--- src/design/sls_pkg.sv ---
// Shared constants, types and codes for the sorted list select filter.
`default_nettype none
package sls_pkg;
   localparam int STORE_DEPTH  = 32;
   localparam int IDX_W        = $clog2(STORE_DEPTH);
   localparam int CNT_W        = $clog2(STORE_DEPTH + 1);
   localparam int SUM_W        = ((CNT_W > 6) ? CNT_W : 6) + 2;
   localparam int RESULT_LIMIT = 32;
   localparam int DIST_W       = 17;

   localparam logic [2:0] MODE_MIN     = 3'd0;
   localparam logic [2:0] MODE_MAX     = 3'd1;
   localparam logic [2:0] MODE_MAXUP   = 3'd2;
   localparam logic [2:0] MODE_MINUP   = 3'd3;
   localparam logic [2:0] MODE_CLOSEST = 3'd4;
   localparam logic [2:0] MODE_ALL     = 3'd5;

   localparam logic [2:0] REG_SELECT_MODE   = 3'd0;
   localparam logic [2:0] REG_KEEP_COUNT    = 3'd1;
   localparam logic [2:0] REG_THRESHOLD     = 3'd2;
   localparam logic [2:0] REG_BOUNDARY_KEPT = 3'd3;
   localparam logic [2:0] REG_WINDOW_ENABLE = 3'd4;
   localparam logic [2:0] REG_ABOVE_COUNT   = 3'd5;
   localparam logic [2:0] REG_BELOW_COUNT   = 3'd6;

   typedef enum logic [1:0] {
      ST_IDLE,
      ST_SCAN,
      ST_FIN,
      ST_EMIT
   } state_type;

   typedef struct packed {
      logic load;
      logic scan_clr;
      logic scan_step;
      logic fin;
      logic emit_step;
      logic clear;
   } cmd_type;

   typedef struct packed {
      logic scan_done;
      logic emit_last;
   } status_type;
endpackage
`default_nettype wire

--- src/design/sls_ctrl.sv ---
// Controller state machine: load, scan, range and emit phases.
`default_nettype none
module sls_ctrl (
   input  wire logic                clock,
   input  wire logic                reset,
   input  wire logic                start,
   input  wire logic                last_entry,
   input  wire sls_pkg::status_type status,
   output sls_pkg::cmd_type         cmd,
   output logic                     busy
);
   sls_pkg::state_type state_ff, state_in;

   always_ff @(posedge clock) begin
      if (reset) begin
         state_ff <= sls_pkg::ST_IDLE;
      end else begin
         state_ff <= state_in;
      end
   end

   always_comb begin
      state_in = state_ff;
      case (state_ff)
         sls_pkg::ST_IDLE: begin
            if (start && last_entry) state_in = sls_pkg::ST_SCAN;
         end
         sls_pkg::ST_SCAN: begin
            if (status.scan_done) state_in = sls_pkg::ST_FIN;
         end
         sls_pkg::ST_FIN: state_in = sls_pkg::ST_EMIT;
         sls_pkg::ST_EMIT: begin
            if (status.emit_last) state_in = sls_pkg::ST_IDLE;
         end
         default: state_in = sls_pkg::ST_IDLE;
      endcase
   end

   always_comb begin
      cmd  = '0;
      busy = 1'b1;
      case (state_ff)
         sls_pkg::ST_IDLE: begin
            busy          = 1'b0;
            cmd.load      = start;
            cmd.scan_clr  = start && last_entry;
         end
         sls_pkg::ST_SCAN: cmd.scan_step = !status.scan_done;
         sls_pkg::ST_FIN:  cmd.fin = 1'b1;
         sls_pkg::ST_EMIT: begin
            cmd.emit_step = 1'b1;
            cmd.clear     = status.emit_last;
         end
         default: busy = 1'b1;
      endcase
   end
endmodule
`default_nettype wire

--- config.mk ---
export PLATFORM = sky130hd
export DESIGN_NAME = sls_ctrl
export DESIGN_NICKNAME = d
export VERILOG_FILES = /design/src/design/sls_pkg.sv /design/src/design/sls_ctrl.sv
export SDC_FILE = /design/constraint.sdc
export NUM_CORES = 1
export LEC_CHECK = 0
export ABC_AREA = 0
export BUFFER_PORTS_ARGS = -buffer_cell sky130_fd_sc_hd__buf_2
export CORE_AREA = 2 2 39 41
export CTS_CLUSTER_DIAMETER = 40
export DETAILED_ROUTE_END_ITERATION = 10
export DIE_AREA = 0 0 41 43
export SLEW_MARGIN = 10
export SYNTH_ARGS = -nofsm -noshare
export SYNTH_HDL_FRONTEND = slang
export SYNTH_SLANG_ARGS = --single-unit
--- constraint.sdc ---
create_clock -name clock -period 1.7 [get_ports clock]
set_input_delay 0.17 -clock clock [delete_from_list [all_inputs] [get_ports clock]]
set_output_delay 0.17 -clock clock [all_outputs]
set_load 0.005 [all_outputs]
==> results of run 1 <==
## power by group
| group | total [mW] | switching [mW] | internal, mW | leakage [nW] |
|---|---|---|---|---|
| clock network | 0.104 | 0.0261 | 0.0778 | 0.0138 |
| registers | 0.0885 | 0.0213 | 0.0672 | 0.0164 |
| logic | 0.217 | 0.111 | 0.105 | 0.146 |
## critical path, cell delays in order (launching register included)
cell and delay, ns:
dfxtp_1 0.38, inv_1 0.10, ha_1 0.18, nor2b_1 0.18, or4_1 0.54, nand2_1 0.08
## cell families after synthesis
| group | Yosys count |
|---|---|
| compound gates | 5 |
| fa+ha+maj | 5 |
| simple gates | 8 |
| buf+inv | 4 |
| flops | 2 |
## layout by cell type, fill, tap and decap left out
master    instances
nor2b_1           2
o311ai_1          1
clkbuf_4          3
buf_2            12
nand2_1           2
dfxtp_1           2
o311ai_0          1
inv_1             4
or4_1             1
o41ai_1           1
and3_1            1
o21bai_2          1
a21boi_1          1
and2_1            2
ha_1              5
## per-stage QoR
step	std cells	power [mW]	hold slack, ns	cell area, um^2
2_1_floorplan	24	0.2292	0.3570	209.0
3_3_place_gp	52	0.3025	0.4880	289.0
3_5_place_dp	52	0.3105	0.4884	289.0
4_1_cts	55	0.4215	0.2497	311.5
5_1_grt	55	0.4630	0.2870	311.5
6_report	55	0.4094	0.2568	311.5
## cell usage after synthesis (all sizes together)
master  count  share of area
a21boi      1          0.036
inv         4          0.072
nand2       2          0.036
o41ai       1          0.042
nor2b       2          0.060
ha          5           0.30
o21bai      1          0.054
and3        1          0.030
o311ai      2          0.084
and2        2          0.060
dfxtp       2           0.19
or4         1          0.036
## layer usage
layer	global-route usage	up-vias
li1	-	116
met5	0	-
met2	0.1250	12
met1	0.04459	97
met3	0.04712	0
met4	0.04000	0
## final timing paths
kind | endpoint
max | state_ff[0]$_SDFFE_PP0P_
max reg2reg | state_ff[0]$_SDFFE_PP0P_
min | state_ff[1]$_SDFFE_PP0P_
min reg2reg | state_ff[0]$_SDFFE_PP0P_
## area by class of cell
cell class / count / area [um^2]
Clock buffer: 3 / 22.52
Inverter: 4 / 15.01
Timing Repair Buffer: 12 / 60.06
Sequential cell: 2 / 40.04
Tap cell: 16 / 20.02
Fill cell: 157 / 1072
Multi-Input combinational cell: 18 / 153.9
==> results.json, run 1 <==
{
  "cts_sinks": 2,
  "cts_resized": 0,
  "antenna_left": 0,
  "rsz0062_at_grt": "false",
  "grt_usage": 0.06907,
  "min_from": "reset",
  "critPathLaunch": "state_ff[1]$_SDFFE_PP0P_",
  "reg2reg_slack_ns": 0.20,
  "rows": 14,
  "synth-adder-area-share": 0.2994,
  "start_util": 0.1510,
  "irDropWorstVdd_uv": 190.7,
  "final_max_slew_viol_count": 0,
  "met1Wirelength_um": 173,
  "gp_congestion": 0.6136,
  "synth.area.mux_share": 0,
  "wl_per_cell_um": 8.782,
  "skew_ns": 0.002186,
  "layout_min_cycle_time_ns": 1.500,
  "p_leak_nw": 0.1762,
  "wl_um": 483,
  "cts_root_buffer": "clkbuf_4",
  "synth-compound-area-share": 0.2156,
  "cp-start-kind": "flip-flop",
  "finalSetupTns_ns": 0,
  "die_y_um": 43,
  "netlist-cell-type-count": 13,
  "die_area_um2": 1763,
  "synthCells": 24,
  "synth_xor_area_frac": 0,
  "max_clock_freq_mhz": 666.6,
  "first_iter_violations": 2,
  "worst_slew_pin_slew_ns": 0.3352,
  "synth_simple_gate_area_share": 0.2216,
  "ios": 13,
  "grt_max_degree": 6,
  "status": "finished, final reports clean",
  "portBuffers": 12,
  "drive_gt1_frac": 0.4103,
  "largest-register": "state_ff",
  "cts_max_path_buffers": 2,
  "synth.yosys.warnings": 0,
  "crit_type": "flip-flop to flip-flop",
  "dp_hpwl_um": 422,
  "hold_class": "input port to flip-flop",
  "top_regs": "state_ff x2",
  "arrival_ns": 1.67,
  "syn_nets": 35,
  "wl_met2_um": 261,
  "cts_tree": "done",
  "p_per_area_nw_per_um2": 1314,
  "dr.max_layer_used": "met3",
  "drc": 0,
  "antenna_found_initial": 0,
  "syn2layout_area_growth_pct": 49.10,
  "worstPathMaxFanout": 5,
  "clkTransAtPathRegs_ns": 0.03,
  "worst_slack_ns": 0.1999,
  "hold_viol": 0,
  "dp_slack_ns": 0.1948,
  "r2r_start": "state_ff[1]$_SDFFE_PP0P_",
  "core_area_um2": 1384,
  "final_util": 0.2251,
  "synth_seq_cells": 2,
  "dr_total_vias": 225,
  "drv_cap": 0,
  "end_kind": "flip-flop",
  "overflow": 0,
  "cp_data_required_time_ns": 1.87,
  "slew_headroom": 0.7761,
  "grt_pass1_wl_um": 765,
  "fin_nets": 52,
  "synth_top_family_by_area": "adder cells",
  "drt-pass1-iter-count": 2,
  "avgSynthCellArea_um2": 8.706,
  "hold_buffers": 0,
  "die_w_um": 41,
  "rr_worst_depth": 5,
  "cts_setup_buffers": 0,
  "hold_depth": 4,
  "insertion_delay_ns": 0.22,
  "wl_met3_um": 49,
  "syn_area_um2": 209.0,
  "avgViaCountPerCell": 4.091,
  "seq_area_frac_synth": 0.1916,
  "fin_crit_sh": 0.8824,
  "setup_viol": 0,
  "largest_register_ffs": 2,
  "first_global_vias": 217,
  "cts_buffers": 3,
  "num_antenna_cells": 0,
  "htree_levels": 1
}
Power figures use the tool's default switching activity.
==> inputs of run 2 (changes only) <==
--- a/config.mk
+++ b/config.mk
@@ -6,11 +6,11 @@
 export NUM_CORES = 1
 export LEC_CHECK = 0
 export ABC_AREA = 0
-export BUFFER_PORTS_ARGS = -buffer_cell sky130_fd_sc_hd__buf_2
 export CORE_AREA = 2 2 39 41
 export CTS_CLUSTER_DIAMETER = 40
 export DETAILED_ROUTE_END_ITERATION = 10
 export DIE_AREA = 0 0 41 43
+export DONT_BUFFER_PORTS = 1
 export SLEW_MARGIN = 10
 export SYNTH_ARGS = -nofsm -noshare
 export SYNTH_HDL_FRONTEND = slang
==> run 2 against run 1 <==
Net effect: via count shrank 20%; register-to-register slack gained 0.04 ns; fmax grew 2.5%; final cell count shrank 22%; power shrank 13%; combinational power shrank 22%; wire length shrank 20%; critical path type unchanged; largest cell class unchanged; largest power group unchanged.
==> results.json, run 2 (synthesized netlist as in run 1, its figures left out) <==
{
  "crit_type": "flip-flop to flip-flop",
  "die_y_um": 43,
  "top_regs": "state_ff x2",
  "grt_pass1_wl_um": 510,
  "drive_gt1_frac": 0.1481,
  "fin_crit_sh": 0.8607,
  "setup_viol": 0,
  "antenna_found_initial": 0,
  "cts_sinks": 2,
  "final_max_slew_viol_count": 0,
  "grt_usage": 0.04404,
  "drt-pass1-iter-count": 3,
  "p_sw_mw": 0.1400,
  "slew_headroom": 0.7671,
  "crit_chain": "inv_1 > ha_1 > nor2b_1 > or4_1 > nand2_1",
  "fin_area_um2": 251.5,
  "grt_max_degree": 6,
  "rsz0062_at_grt": "false",
  "pwr-share-comb": 0.476,
  "avgViaCountPerCell": 4.186,
  "wl_um": 386,
  "htree_levels": 1,
  "p_seq_frac": 0.242,
  "cp-start-kind": "flip-flop",
  "num_antenna_cells": 0,
  "hold_class": "input port to flip-flop",
  "irDropWorstVdd_uv": 222.4,
  "core_area_um2": 1384,
  "status": "finished, final reports clean",
  "p_leak_nw": 0.1206,
  "gp_congestion": 0.5939,
  "nFillCells": 154,
  "die_w_um": 41,
  "cts_resized": 0,
  "max_clock_freq_mhz": 683.4,
  "hold_viol": 0,
  "cts_max_path_buffers": 2,
  "largest_register_ffs": 2,
  "cts_setup_buffers": 0,
  "cts_buffers": 3,
  "reg2reg_slack_ns": 0.24,
  "place_area_um2": 229.0,
  "drc": 0,
  "cts_root_buffer": "clkbuf_4",
  "cp_data_required_time_ns": 1.86,
  "arrival_ns": 1.63,
  "largest-register": "state_ff",
  "overflow": 0,
  "start_util": 0.1510,
  "first_global_vias": 143,
  "skew_ns": 0.003543,
  "power_frac_clock": 0.282,
  "insertion_delay_ns": 0.22,
  "drv_cap": 0,
  "p_per_area_nw_per_um2": 1424,
  "wl_per_cell_um": 8.977,
  "die_area_um2": 1763,
  "worstPathMaxFanout": 5,
  "first_iter_violations": 6,
  "hold_buffers": 0,
  "antenna_left": 0,
  "clkTransAtPathRegs_ns": 0.03,
  "power_mw": 0.3581,
  "slowest_delay_ns": 0.52,
  "slowest_stage": "or4_1",
  "portBuffers": 0,
  "p_sw_frac": 0.3909,
  "ios": 13,
  "end_kind": "flip-flop",
  "fin_nets": 40,
  "syn2layout_area_growth_pct": 20.36,
  "dr_total_vias": 180,
  "worst_slew_pin_slew_ns": 0.3486,
  "p_int_mw": 0.2181,
  "rows": 14,
  "cts_tree": "done",
  "layout_min_cycle_time_ns": 1.463,
  "finalSetupTns_ns": 0,
  "final_cell_mix": "ha_1, inv_1, clkbuf_4",
  "final_common_cell": "ha_1"
}
[run 2: routing by layer]
metal / part of all wire / vias to the layer above / global-route usage
li1: - / 91 / -
met1: 0.41 / 79 / 0.04459
met2: 0.48 / 10 / 0.06563
met3: 0.10 / 0 / 0.03141
met4: 0 / 0 / 0.02000
met5: 0 / - / 0
[run 2: worst max-delay path: cells and delay by family, from the launching register on]
family                   cells  cell delay [ns]
adder cells (fa/ha/maj)      1             0.17
AND/OR/NAND/NOR              3             0.78
flip-flops                   1             0.37
buffers and inverters        1             0.09
[run 2: worst paths after layout]
check                                              start                  endpoint  cells after the start
worst max register to register  state_ff[1]$_SDFFE_PP0P_  state_ff[0]$_SDFFE_PP0P_                      5
worst max-delay path            state_ff[1]$_SDFFE_PP0P_  state_ff[0]$_SDFFE_PP0P_                      5
worst min register to register  state_ff[1]$_SDFFE_PP0P_  state_ff[1]$_SDFFE_PP0P_                      2
worst min-delay path                               reset  state_ff[1]$_SDFFE_PP0P_                      3
[run 2: through the flow]
step | cells | hold slack [ns] | setup WS [ns] | utilization
global route | 43 | 0.1987 | 0.1416 | 0.1817
CTS | 43 | 0.1616 | 0.2251 | 0.1817
global placement | 40 | 0.3903 | 0.2268 | 0.1655
detailed placement | 40 | 0.3914 | 0.2259 | 0.1655
finish | 43 | 0.1642 | 0.2368 | 0.1817
floorplan | 24 | 0.3570 | 0.3217 | -
[run 2: power groups by stage]
stage / registers, mW / clock network, mW / logic (mW)
after floorplan: 0.0828 / 0 / 0.146
after detailed placement: 0.0877 / 0 / 0.176
after CTS: 0.0871 / 0.107 / 0.176
after global routing: 0.0917 / 0.110 / 0.203
final: 0.0867 / 0.101 / 0.170
after global placement: 0.0891 / 0 / 0.171
[run 2: layout make-up]
| type | count | area [um^2] | share of cell area |
|---|---|---|---|
| sequential | 2 | 40.04 | 0.1592 |
| inverter | 4 | 15.01 | 0.05970 |
| multi-input combinational | 18 | 153.9 | 0.6119 |
| clock buffer | 3 | 22.52 | 0.08955 |
| tap | 16 | 20.02 | 0.07960 |
